## config.mk

```make
export PLATFORM = sky130hd
export DESIGN_NAME = guid_text_to_bytes
export DESIGN_NICKNAME = d
export VERILOG_FILES = /design/src/hw/rtl/gdt_pkg.sv /design/src/hw/rtl/guid_text_to_bytes.sv
export SDC_FILE = /design/constraint.sdc
export NUM_CORES = 1
export LEC_CHECK = 0
export BUFFER_PORTS_ARGS = -buffer_cell sky130_fd_sc_hd__buf_2
export CAP_MARGIN = 20
export CORE_ASPECT_RATIO = 1.4
export CORE_MARGIN = 4
export CORE_UTILIZATION = 50
export CTS_BUF_LIST = sky130_fd_sc_hd__clkbuf_16
export DETAILED_ROUTE_END_ITERATION = 8
export PLACE_DENSITY = 0.7
export SYNTH_ARGS = -nofsm -noshare
export SYNTH_HDL_FRONTEND = slang
export SYNTH_SLANG_ARGS = --single-unit
```

## constraint.sdc

```tcl
create_clock -name clk -period 10.52 [get_ports clk]
set_input_delay 2.104 -clock clk [delete_from_list [all_inputs] [get_ports clk]]
set_output_delay 2.104 -clock clk [all_outputs]
set_load 0.02 [all_outputs]
```

## src/hw/rtl/gdt_pkg.sv

```systemverilog
// Shared definitions for the GUID text parser: group layout tables, the hex
// digit decoder and the result status codes.
// No dependencies.
package gdt_pkg;

	localparam int unsigned GROUP_COUNT = 5;
	localparam int unsigned BYTE_COUNT  = 16;
	localparam logic [2:0]  LAST_GROUP  = 3'(GROUP_COUNT - 1);

	localparam logic [15:0] CHAR_HYPHEN = 16'h002D;
	localparam logic [15:0] CHAR_NUL    = 16'h0000;

	localparam logic [3:0] NIBBLE_LETTER_BASE = 4'hA;
	localparam logic [7:0] HIGH_NIBBLE_MASK   = 8'hF0;

	typedef enum logic [1:0] {
		STATUS_OK          = 2'd0,
		STATUS_BAD_DIGIT   = 2'd1,
		STATUS_MISSING_SEP = 2'd2
	} status_t;

	typedef logic [7:0] byte_t;

	// Number of hex digits in each group.
	function automatic logic [4:0] group_digits(input logic [2:0] g);
		logic [4:0] r;
		case (g)
			3'd0:    r = 5'd8;
			3'd1:    r = 5'd4;
			3'd2:    r = 5'd4;
			3'd3:    r = 5'd4;
			default: r = 5'd12;
		endcase
		return r;
	endfunction

	// Index of the first byte that each group fills.
	function automatic logic [3:0] group_first_byte(input logic [2:0] g);
		logic [3:0] r;
		case (g)
			3'd0:    r = 4'd0;
			3'd1:    r = 4'd4;
			3'd2:    r = 4'd6;
			3'd3:    r = 4'd8;
			default: r = 4'd10;
		endcase
		return r;
	endfunction

	// Bit 4 is set when the character is not a hex digit; bits 3:0 hold the value.
	function automatic logic [4:0] hex_value(input logic [15:0] c);
		logic [4:0] r;
		if (c >= 16'h0061 && c <= 16'h0066) begin
			r = {1'b0, c[3:0] - 4'h1 + NIBBLE_LETTER_BASE};
		end else if (c >= 16'h0041 && c <= 16'h0046) begin
			r = {1'b0, c[3:0] - 4'h1 + NIBBLE_LETTER_BASE};
		end else if (c >= 16'h0030 && c <= 16'h0039) begin
			r = {1'b0, c[3:0]};
		end else begin
			r = 5'h10;
		end
		return r;
	endfunction

endpackage

```

## src/hw/rtl/guid_text_to_bytes.sv

```systemverilog
// Top level of the GUID text parser: turns a stream of UTF-16 characters into
// the sixteen bytes of a registry-format GUID. Depends on gdt_pkg.
//
// Usage:
//   The input channel (in_valid, in_stall, code_unit, starts_string) carries
//   one UTF-16 character per request. A request with starts_string set opens
//   a new string and abandons any parse in progress. Characters arriving
//   while no string is open are consumed and dropped.
//   The output channel (out_valid, out_stall, guid_first_half,
//   guid_second_half, status) carries one request per finished string: the
//   bytes in text order (byte 0 in the top bits of guid_first_half) and a
//   status of ok, a group cut short by a non-hex digit, or missing hyphen.
// Timing:
//   An accepted character waits in the input register until it fires; at
//   that edge the parse state is updated and a result it completes is
//   loaded into the output register at the same edge.
//   One character is taken every cycle while no result is stalled; the
//   parse state update is the only loop in the design.
// Reset and stall:
//   After reset no string is open and the output register is empty.
//   While the receiver stalls a pending result, the character in the input
//   register waits and in_stall rises; the input side moves again in the same
//   cycle the result is taken.
module guid_text_to_bytes (
	input  logic        clk,
	input  logic        arst_n,
	input  logic        in_valid,
	output logic        in_stall,
	input  logic [15:0] code_unit,
	input  logic        starts_string,
	output logic        out_valid,
	input  logic        out_stall,
	output logic [63:0] guid_first_half,
	output logic [63:0] guid_second_half,
	output logic [1:0]  status
);

	// Input register stage.
	logic        valid_s1;
	logic [15:0] code_s1;
	logic        start_s1;

	// Parse state.
	gdt_pkg::byte_t bytes_q [gdt_pkg::BYTE_COUNT];
	logic [2:0]     group_q;
	logic [3:0]     digits_q;
	logic           decoding_q;
	logic           bad_q;
	logic           finished_q;

	// Output register.
	logic        out_valid_q;
	logic [63:0] first_q;
	logic [63:0] second_q;
	logic [1:0]  status_q;

	// Next-state values.
	gdt_pkg::byte_t bytes_n [gdt_pkg::BYTE_COUNT];
	logic [2:0]     group_n;
	logic [3:0]     digits_n;
	logic           decoding_n;
	logic           bad_n;
	logic           finished_n;
	logic           emit;
	gdt_pkg::status_t emit_status;
	logic [63:0]    first_n;
	logic [63:0]    second_n;

	logic in_accept;
	logic slot_free;
	logic fire;

	// The character in stage 1 can be handled whenever the output register
	// is empty or is being emptied in this cycle.
	assign slot_free = !out_valid_q || !out_stall;
	assign fire      = valid_s1 && slot_free;
	assign in_stall  = valid_s1 && !slot_free;
	assign in_accept = in_valid && !in_stall;

	always_ff @(posedge clk or negedge arst_n) begin
		if (!arst_n) begin
			valid_s1 <= 1'b0;
		end else begin
			valid_s1 <= in_accept || (valid_s1 && !fire);
		end
	end

	always_ff @(posedge clk) begin
		if (in_accept) begin
			code_s1  <= code_unit;
			start_s1 <= starts_string;
		end
	end

	// One character of the parse: classify, write a nibble, step counters, flag a result.
	always_comb begin
		logic [2:0] g;
		logic [4:0] hex;
		logic [3:0] pos;
		logic [4:0] count_inc;
		logic       skip;

		bytes_n     = bytes_q;
		group_n     = group_q;
		digits_n    = digits_q;
		decoding_n  = decoding_q;
		bad_n       = bad_q;
		finished_n  = finished_q;
		emit        = 1'b0;
		emit_status = gdt_pkg::STATUS_OK;
		skip        = 1'b0;
		hex         = gdt_pkg::hex_value(code_s1);
		pos         = 4'd0;
		count_inc   = 5'd0;

		if (start_s1) begin
			for (int i = 0; i < gdt_pkg::BYTE_COUNT; i++) begin
				bytes_n[i] = '0;
			end
			group_n    = 3'd0;
			digits_n   = 4'd0;
			decoding_n = 1'b1;
			bad_n      = 1'b0;
			finished_n = 1'b0;
		end

		g = (group_n > gdt_pkg::LAST_GROUP) ? gdt_pkg::LAST_GROUP : group_n;

		if (!finished_n) begin
			group_n = g;
			if (decoding_n) begin
				if (!hex[4]) begin
					pos       = gdt_pkg::group_first_byte(g) + {1'b0, digits_n[3:1]};
					if (!digits_n[0]) begin
						bytes_n[pos] = {hex[3:0], 4'h0};
					end else begin
						bytes_n[pos] = (bytes_n[pos] & gdt_pkg::HIGH_NIBBLE_MASK)
							| {4'h0, hex[3:0]};
					end
					count_inc = {1'b0, digits_n} + 5'd1;
					digits_n  = count_inc[3:0];
					if (count_inc >= gdt_pkg::group_digits(g)) begin
						decoding_n = 1'b0;
						if (g == gdt_pkg::LAST_GROUP) begin
							emit        = 1'b1;
							emit_status = bad_n ? gdt_pkg::STATUS_BAD_DIGIT
								: gdt_pkg::STATUS_OK;
						end
					end
				end else begin
					bad_n      = 1'b1;
					decoding_n = 1'b0;
					if (g == gdt_pkg::LAST_GROUP) begin
						emit        = 1'b1;
						emit_status = gdt_pkg::STATUS_BAD_DIGIT;
					end else begin
						skip = 1'b1;
					end
				end
			end else begin
				skip = 1'b1;
			end

			// Outside a digit run, wait for the hyphen that opens the next group; a NUL ends the string.
			if (skip) begin
				if (code_s1 == gdt_pkg::CHAR_HYPHEN) begin
					group_n    = g + 3'd1;
					digits_n   = 4'd0;
					decoding_n = 1'b1;
				end else if (code_s1 == gdt_pkg::CHAR_NUL) begin
					emit        = 1'b1;
					emit_status = gdt_pkg::STATUS_MISSING_SEP;
				end
			end

			if (emit) begin
				finished_n = 1'b1;
			end
		end

		for (int i = 0; i < 8; i++) begin
			first_n[63 - 8 * i -: 8]  = bytes_n[i];
			second_n[63 - 8 * i -: 8] = bytes_n[8 + i];
		end
		if (emit_status == gdt_pkg::STATUS_MISSING_SEP) begin
			first_n  = '0;
			second_n = '0;
		end
	end

	always_ff @(posedge clk or negedge arst_n) begin
		if (!arst_n) begin
			for (int i = 0; i < gdt_pkg::BYTE_COUNT; i++) begin
				bytes_q[i] <= '0;
			end
			group_q    <= 3'd0;
			digits_q   <= 4'd0;
			decoding_q <= 1'b1;
			bad_q      <= 1'b0;
			finished_q <= 1'b1;
		end else if (fire) begin
			bytes_q    <= bytes_n;
			group_q    <= group_n;
			digits_q   <= digits_n;
			decoding_q <= decoding_n;
			bad_q      <= bad_n;
			finished_q <= finished_n;
		end
	end

	always_ff @(posedge clk or negedge arst_n) begin
		if (!arst_n) begin
			out_valid_q <= 1'b0;
		end else if (fire && emit) begin
			out_valid_q <= 1'b1;
		end else if (!out_stall) begin
			out_valid_q <= 1'b0;
		end
	end

	always_ff @(posedge clk) begin
		if (fire && emit) begin
			first_q  <= first_n;
			second_q <= second_n;
			status_q <= emit_status;
		end
	end

	assign out_valid        = out_valid_q;
	assign guid_first_half  = first_q;
	assign guid_second_half = second_q;
	assign status           = status_q;

endmodule

```

==> results of run 1 <==
[state kept, by name, indices dropped and copies added, names as in the netlist]
name	flops
bad_q	1
bytes_q	128
code_s1	16
decoding_q	1
digits_q	4
finished_q	1
group_q	3
guid_first_half	64
guid_second_half	64
out_valid	1
start_s1	1
status	2
valid_s1	1
[per-stage QoR]
stage / hold WS [ns] / util, % / total power, uW / cells / worst slack, ns
after global placement: 0.455 / 55.2 / 1310 / 1725 / 5.53
after CTS: 0.482 / 58.8 / 2350 / 1775 / 5.41
final: 0.482 / 58.8 / 2340 / 1777 / 5.29
after global routing: 0.505 / 58.8 / 2400 / 1776 / 5.01
after detailed placement: 0.467 / 55.2 / 1310 / 1725 / 5.44
after floorplan: 0.441 / - / 1260 / 1289 / 1.55
[power by group]
part	switching (uW)	internal [uW]
clock network	439	615
registers	7.42	1180
logic	81.0	18.8
[critical path, cell delays in order, from the launching register on]
cell,delay (ns)
edfxtp_1,0.32
buf_4,0.34
nor2_1,0.12
nand2_1,0.13
inv_1,0.09
ha_1,0.19
or2_2,0.31
ha_1,0.20
fa_1,0.48
buf_4,0.37
clkinv_1,0.67
a211oi_1,0.41
a31o_2,0.17
a21o_1,0.86
o21ai_0,0.24
[kinds of logic (layout without fill, tap and decap cells)]
family,Yosys count,in the layout,synth area share (%)
simple gates,534,534,19.0
compound gates,353,353,15.1
flops,287,287,59.0
buf+inv,79,242,2.39
mux,18,18,2.84
fa+ha+maj,15,15,1.46
xor+xnor,3,3,0.196
other cells,0,1,0
[area by class of cell]
cell class / instances / area [um2] / share of cell area (%)
Sequential cell: 287 / 7920 / 51.3
Multi-Input combinational cell: 923 / 5180 / 33.5
Timing Repair Buffer: 175 / 937 / 6.06
Inverter: 17 / 63.8 / 0.413
Clock inverter: 23 / 265 / 1.72
Tap cell: 324 / 405 / 2.62
Clock buffer: 27 / 676 / 4.37
Antenna cell: 1 / 2.50 / 0.0162
[layer usage]
metal  track usage [%]  vias to the layer above  routed length (um)
met5                 0                        -                   0
met4              15.5                        0                2920
met3              5.36                      205                4190
met2              49.3                      750               21300
met1              38.9                     5525               16900
li1                  -                     4998                   -
[cell usage in the layout (no fill, tap or decap), drive strengths merged, types with 7 or more instances in the layout]
cell type,count
a211o,8
a21oi,29
and3,12
buf,175
clkbuf,27
clkinv,12
dfrtp,138
edfxtp,147
ha,14
inv,22
mux4,16
nand2,274
nand2b,11
nand3,94
nand4,14
nor2,52
nor3,21
nor4,14
o211ai,7
o21ai,247
o31ai,19
or2,11
or3,8
[worst paths after layout]
| check | to | startpoint | slack [ns] | cells after the start |
|---|---|---|---|---|
| worst max-delay path | guid_first_half[46] | start_s1 | 5.29 | 14 |
| worst min-delay path | bytes_q[41] | bytes_q[41] | 0.48 | 2 |
| worst max register to register | guid_first_half[46] | start_s1 | 5.29 | 14 |
| worst min register to register | bytes_q[41] | bytes_q[41] | 0.48 | 2 |
| max in group asynchronous | bytes_q[121] | arst_n | 7.55 | 2 |
| min in group asynchronous | valid_s1 | arst_n | 1.54 | 1 |
==> results.md, run 1 <==
- PortBufs: ~150
- Hold buffers post-CTS: 0
- Lkg Pwr: 0.00628 uW
- Worst Path Required: 10.78 ns
- Antenna violations before repair: 1
- EDFF count, synth: between 100 and 150
- Final count of pins violating max slew: 0
- Critical Path AT: about 5.5 ns
- CTS tree: built
- Register area share after synthesis: about three fifths
- Share of the synthesized area in the top cell type: approximately 33%
- CTS sink cnt: 287
- Post-CTS Setup Bufs: 0
- Avg WL per Cell: 25.5 um
- TNS Setup: 0 ns
- Die Y-Extent: around 200 um
- Site Rows: 70
- Top cell type by total area after synthesis: edfxtp_1
- CP startpoint kind: register
- Min Tclk post-route: between 5 and 6 ns
- Share of layout cells above drive strength 1: 18.5%
- Final period util: 49.7%
- Top FF cell, synth: edfxtp_1
- GR Overflow Total: 0
- Resize count post-CTS: 0
- Routed vias: 11500
- Gp weighted congestion: roughly 1.0
- Slew @ Worst Pin: 1.12 ns
- Cell Area, Synth: 0.0134 mm2
- Fmax: about 0.19 GHz
- Core box area: 0.0263 mm2
- Syn Inst Count: 1289
- Pwr dens: 152 mW/mm2
- Max_cap viols: 0
- Area growth syn-to-layout: 15.2%
- I/O pin cnt: 153
- Clock-pin slew reported for the worst setup and hold paths after clock tree synthesis: 0.07 ns
- Crit path capture type: register
- Top post-synthesis cells by area: edfxtp_1, dfrtp_1, o21ai_0
- DRT Pass-1 Iters: 6
- Final setup viols: 0
- CTS Buffer Depth: 3
- Number of global-route vias before repair: about 11000
- Status: finished, final reports clean
- Detail Placement HPWL: roughly 31000 um
- RSZ-0062 raised after global routing: false
- Worst skew pair latency: 0.56 ns
- Clock Tree Root: clkbuf_16
- Layout Nets: 1467
- Distinct cells, synth: 69
- Peak supply drop: 128 uV
- Max_slew headroom: 25.7%
- Global-route wire length before repair: 68800 um
- Via/cell ratio: 6.46
- CTS H-tree depth: 1
- Overall Global Routing Usage: between 30% and 40%
- Synthesized Nets: 1325
- Fin area: 0.0155 mm2
- ANT nets after route: 0
- Post-synth ARST share: 48.8%
- CP Class: reg -> reg
- TritonCTS buffer count: 27
- Synth top cells by count: nand2_1, o21ai_0, edfxtp_1
- Most frequent cell after synthesis: nand2_1
- Worst Hold Class: reg -> reg
- Routed wire length: 45300 um
- Seq cells post-synth: 287
- Initial core utilization: between 50% and 60%
- Die Width: around 150 um
- Largest net degree at the start of global routing: 73
- DRC viols: 0
- Crit-path max FO: 35
- Clock Skews: 0.0170 ns
- Full die area: 0.0295 mm2
- Layout fillers: 2242
- Placed cell areas: 0.0145 mm2
- 1st-iter DRT viols: 1328
- Avg Cell Area, Syn: 10.4 um2
- Final Hold Viols: 0
- YS warnings: 0
No activity file was read; power rests on OpenSTA's default activity.
==> run 2: changes to the inputs <==
Clock period 10.52 ns to 5.2 ns, I/O delays scaled along.
==> results.md, run 2 (synthesis results as in run 1) <==
- Status: finished, final reports clean
- Max_slew headroom: 27.8%
- Commonest non-fill, non-tap cell in the layout: nand2_1
- Crit path to: guid_first_half[39]
- Post-CTS Setup Bufs: 0
- FF-to-FF setup slack: 0.66 ns
- Worst Hold Class: in -> async
- Fmax: 0.220 GHz
- Peak supply drop: 289 uV
- Final setup viols: 0
- RSZ-0062 raised after global routing: false
- Layout Nets: 1493
- Reg-to-reg startpoint: start_s1
- CTS Buffer Depth: 3
- Reg-to-Reg End: guid_first_half[39]
- Final count of pins violating max slew: 0
- Critical path origin: start_s1
- CTS sink cnt: 287
- Lkg Pwr: 0.00638 uW
- FF-to-FF path depth: 14
- Slew @ Worst Pin: 1.08 ns
- Routed wire length: 48800 um
- Initial core utilization: 51.1%
- Core box area: 0.0263 mm2
- Critical Path AT: 4.97 ns
- Clock-pin slew reported for the worst setup and hold paths after clock tree synthesis: 0.06 ns
- Antenna diodes: 0
- Layout fillers: 2271
- Area growth syn-to-layout: 16.6%
- Max reg flops: about 130
- Die Y-Extent: roughly 200 um
- Sequential cell area: approximately 0.008 mm2
- Clock Tree Root: clkbuf_16
- TritonCTS buffer count: 28
- PortBufs: roughly 150
- Avg WL per Cell: between 20 and 30 um
- Max_cap viols: 0
- CP Class: reg -> reg
- Clock Skews: just over 0.03 ns
- CTS tree: built
- Via/cell ratio: 6.50
- GR Overflow Total: 0
- I/O pin cnt: 153
- Final period util: between 80% and 90%
- Overall Global Routing Usage: 32.6%
- Pwr dens: 296 mW/mm2
- ANT nets after route: 0
- Full die area: 0.0295 mm2
- CP startpoint kind: register
- Hold buffers post-CTS: 0
- CTS H-tree depth: 1
- Crit-path max FO: 14
- Final cell utilization of the core: 59.5%
- Largest Register: bytes_q
- Crit path capture type: register
- Number of global-route vias before repair: approximately 12000
- Routed vias: 11700
- Global-route wire length before repair: between 70000 and 80000 um
- Resize count post-CTS: 0
- Final Hold Viols: 0
- Worst Path Required: 5.62 ns
- Largest net degree at the start of global routing: 84
- Worst skew pair latency: around 0.57 ns
- 1st-iter DRT viols: 1370
- Site Rows: 70
- Detail Placement HPWL: ~35000 um
- Share of layout cells above drive strength 1: 20.1%
- TNS Setup: 0 ns
- DRT Pass-1 Iters: 6
- Commonest non-fill, non-tap cells in the layout: nand2_1, o21ai_0, buf_2, edfxtp_1, dfrtp_1
- Multi-input logic area: 0.00518 mm2
- Die Width: 146 um
- DRC viols: 0
- Antenna violations before repair: 0
- Min Tclk post-route: between 4 and 5 ns
- Gp weighted congestion: just over 1
-- run 2: worst max-delay path: stages (launching register included) --
cell      delay (ns)
edfxtp_1        0.40
nor2_1          0.16
nand2_1         0.11
ha_1            0.21
or2_2           0.32
ha_1            0.20
fa_1            0.42
nor3_1          0.24
nor2_1          0.15
buf_6           0.18
buf_4           0.18
nor3_2          0.76
nand2_1         0.57
or2_0           0.35
a21oi_1         0.15
-- run 2: how the worst min path moves through the flow --
stage | start | end | cells past startpoint
2_1_floorplan | bytes_q[82] | bytes_q[82] | 2
3_3_place_gp | bytes_q[82] | bytes_q[82] | 2
3_5_place_dp | bytes_q[82] | bytes_q[82] | 2
4_1_cts | arst_n | group_q[1] | 1
5_1_grt | arst_n | group_q[1] | 1
6_report | arst_n | out_valid | 1
-- run 2: routing by layer --
metal,vias up,GRT usage [%],wire length [um]
met3,196,5.40,4630
met4,0,19.1,3550
met5,-,0,0
met2,789,53.2,22900
met1,5685,41.3,17700
li1,5051,-,-
-- run 2: layout make-up --
class | instances | share of cell area [%]
well taps | 324 | 2.59
inverters | 17 | 0.408
clock inverters | 24 | 1.23
flip-flops and latches | 287 | 50.6
repair buffers | 200 | 7.50
clock buffers | 28 | 4.48
multi-input cells | 923 | 33.1
-- run 2: stage by stage --
stage          area, um2  hold slack, ns  cells  power [uW]  setup WS [ns]
4_1_cts            15600           0.463   1802        4630          0.662
3_5_place_dp       14700           0.464   1750        2660          0.651
6_report           15600           0.440   1803        4620          0.656
2_1_floorplan      13400           0.441   1289        2550          0.292
5_1_grt            15600           0.489   1803        4750          0.411
3_3_place_gp       14700           0.457   1748        2660          0.654
-- run 2: where the power goes --
group / switching [uW] / internal (uW)
logic: 172 / 43.5
clock network: 908 / 1090
registers: 15.8 / 2390
==> run 3: changes to the inputs <==
Settings changed: CTS_BUF_LIST sky130_fd_sc_hd__clkbuf_16 to not set.
==> results.md, run 3 (synthesis results as in run 1) <==
- Status: finished, final reports clean
- I/O pin cnt: 153
- Max_slew headroom: between 20% and 30%
- Routed vias: 11700
- Layout fillers: 2266
- Max reg flops: 128
- CP startpoint kind: register
- Die Width: 146 um
- Fmax: 0.221 GHz
- Number of global-route vias before repair: 11600
- TritonCTS buffer count: 28
- Max_cap viols: 0
- Design Power: 4650 uW
- CTS Buffer Depth: 3
- Overall Global Routing Usage: between 30 and 40%
- Clock Skews: 0.0326 ns
- RSZ-0062 raised after global routing: false
- Site Rows: 70
- DRC viols: 0
- Routed wire length: 48800 um
- Die Y-Extent: 202 um
- CTS H-tree depth: 1
- CP Class: reg -> reg
- Final Hold Viols: 0
- Pwr dens: 297 mW/mm2
- Avg WL per Cell: around 27 um
- PortBufs: 152
- Core box area: 0.0263 mm2
- Peak supply drop: 289 uV
- Commonest non-fill, non-tap cells in the layout: nand2_1, o21ai_0, buf_2, edfxtp_1, dfrtp_1
- Critical Path AT: 4.96 ns
- Final count of pins violating max slew: 0
- Slew @ Worst Pin: ~1.1 ns
- Gp weighted congestion: 1.03
- DRT Pass-1 Iters: 8
- 1st-iter DRT viols: between 1000 and 1500
- Final setup viols: 0
- Placed Cells: 1750
- Commonest non-fill, non-tap cell in the layout: nand2_1
- CTS tree: built
- Worst Path Required: 5.63 ns
- Sequential cell area: between 0.007 and 0.008 mm2
- Area growth syn-to-layout: 16.7%
- TNS Setup: 0 ns
- Lkg Pwr: 0.00636 uW
- Hold buffers post-CTS: 0
- Clock Tree Root: clkbuf_16
- Largest Register: bytes_q
- Min Tclk post-route: 4.53 ns
- Post-CTS Setup Bufs: 0
- Crit-path max FO: 14
- CTS sink cnt: 287
- Share of layout cells above drive strength 1: between 20% and 30%
- Via/cell ratio: 6.50
- Global-route wire length before repair: approximately 73000 um
- Largest net degree at the start of global routing: 84
- Non-Filler Instances: roughly 1800
- Crit path capture type: register
- Clock-pin slew reported for the worst setup and hold paths after clock tree synthesis: roughly 0.060 ns
- Antenna diodes: 0
- Worst skew pair latency: 0.57 ns
- Initial core utilization: 51.1%
- ANT nets after route: 0
- Detail Placement HPWL: 34500 um
- Final period util: roughly 87%
- Layout Nets: 1493
- GR Overflow Total: 0
- Antenna violations before repair: 0
- Multi-input logic area: 0.00518 mm2
- Worst Hold Class: in -> async
- Full die area: a little under 0.03 mm2
- Resize count post-CTS: 0
## run 3: final timing paths
path	startpoint	to	slack (ns)	cells after the start
worst max-delay path	start_s1	guid_first_half[39]	0.67	14
worst min-delay path	arst_n	group_q[1]	0.44	1
worst max register to register	start_s1	guid_first_half[39]	0.67	14
worst min register to register	bytes_q[82]	bytes_q[82]	0.48	2
max in group asynchronous	arst_n	bytes_q[72]	3.86	2
min in group clk	bytes_q[82]	bytes_q[82]	0.48	2
## run 3: through the flow
stage / util [%] / cell area, um2 / setup WS, ns / hold slack [ns]
after floorplan: - / 13400 / 0.292 / 0.441
after global placement: 56.0 / 14700 / 0.654 / 0.457
after detailed placement: 56.1 / 14700 / 0.651 / 0.464
after CTS: 59.5 / 15600 / 0.662 / 0.463
after global routing: 59.6 / 15600 / 0.411 / 0.489
final: 59.6 / 15600 / 0.667 / 0.439
## run 3: area by class of cell
type	count	area share, %
Clock buffer	34	4.69
Clock inverter	18	1.09
Inverter	17	0.408
Multi-Input combinational cell	923	33.1
Sequential cell	287	50.6
Tap cell	324	2.59
Timing Repair Buffer	200	7.49
## run 3: worst max-delay path, cell delays in order (launching register included)
cell,delay [ns]
edfxtp_1,0.40
nor2_1,0.16
nand2_1,0.11
ha_1,0.22
or2_2,0.32
ha_1,0.20
fa_1,0.42
nor3_1,0.24
nor2_1,0.15
buf_6,0.18
buf_4,0.18
nor3_2,0.76
nand2_1,0.57
or2_0,0.35
a21oi_1,0.15
## run 3: layer usage
layer,global-route usage [%],up-vias,wire (um)
met5,0,-,0
met4,19.1,0,3560
met3,5.38,202,4490
met2,53.2,741,22900
met1,41.3,5723,17800
li1,-,5051,-
## run 3: power by group
group / switching, uW / internal [uW] / leakage [uW]
registers: 15.9 / 2390 / 0.00355
clock network: 909 / 1110 / 0.000432
logic: 172 / 43.5 / 0.00238
total: 1100 / 3550 / 0.00636
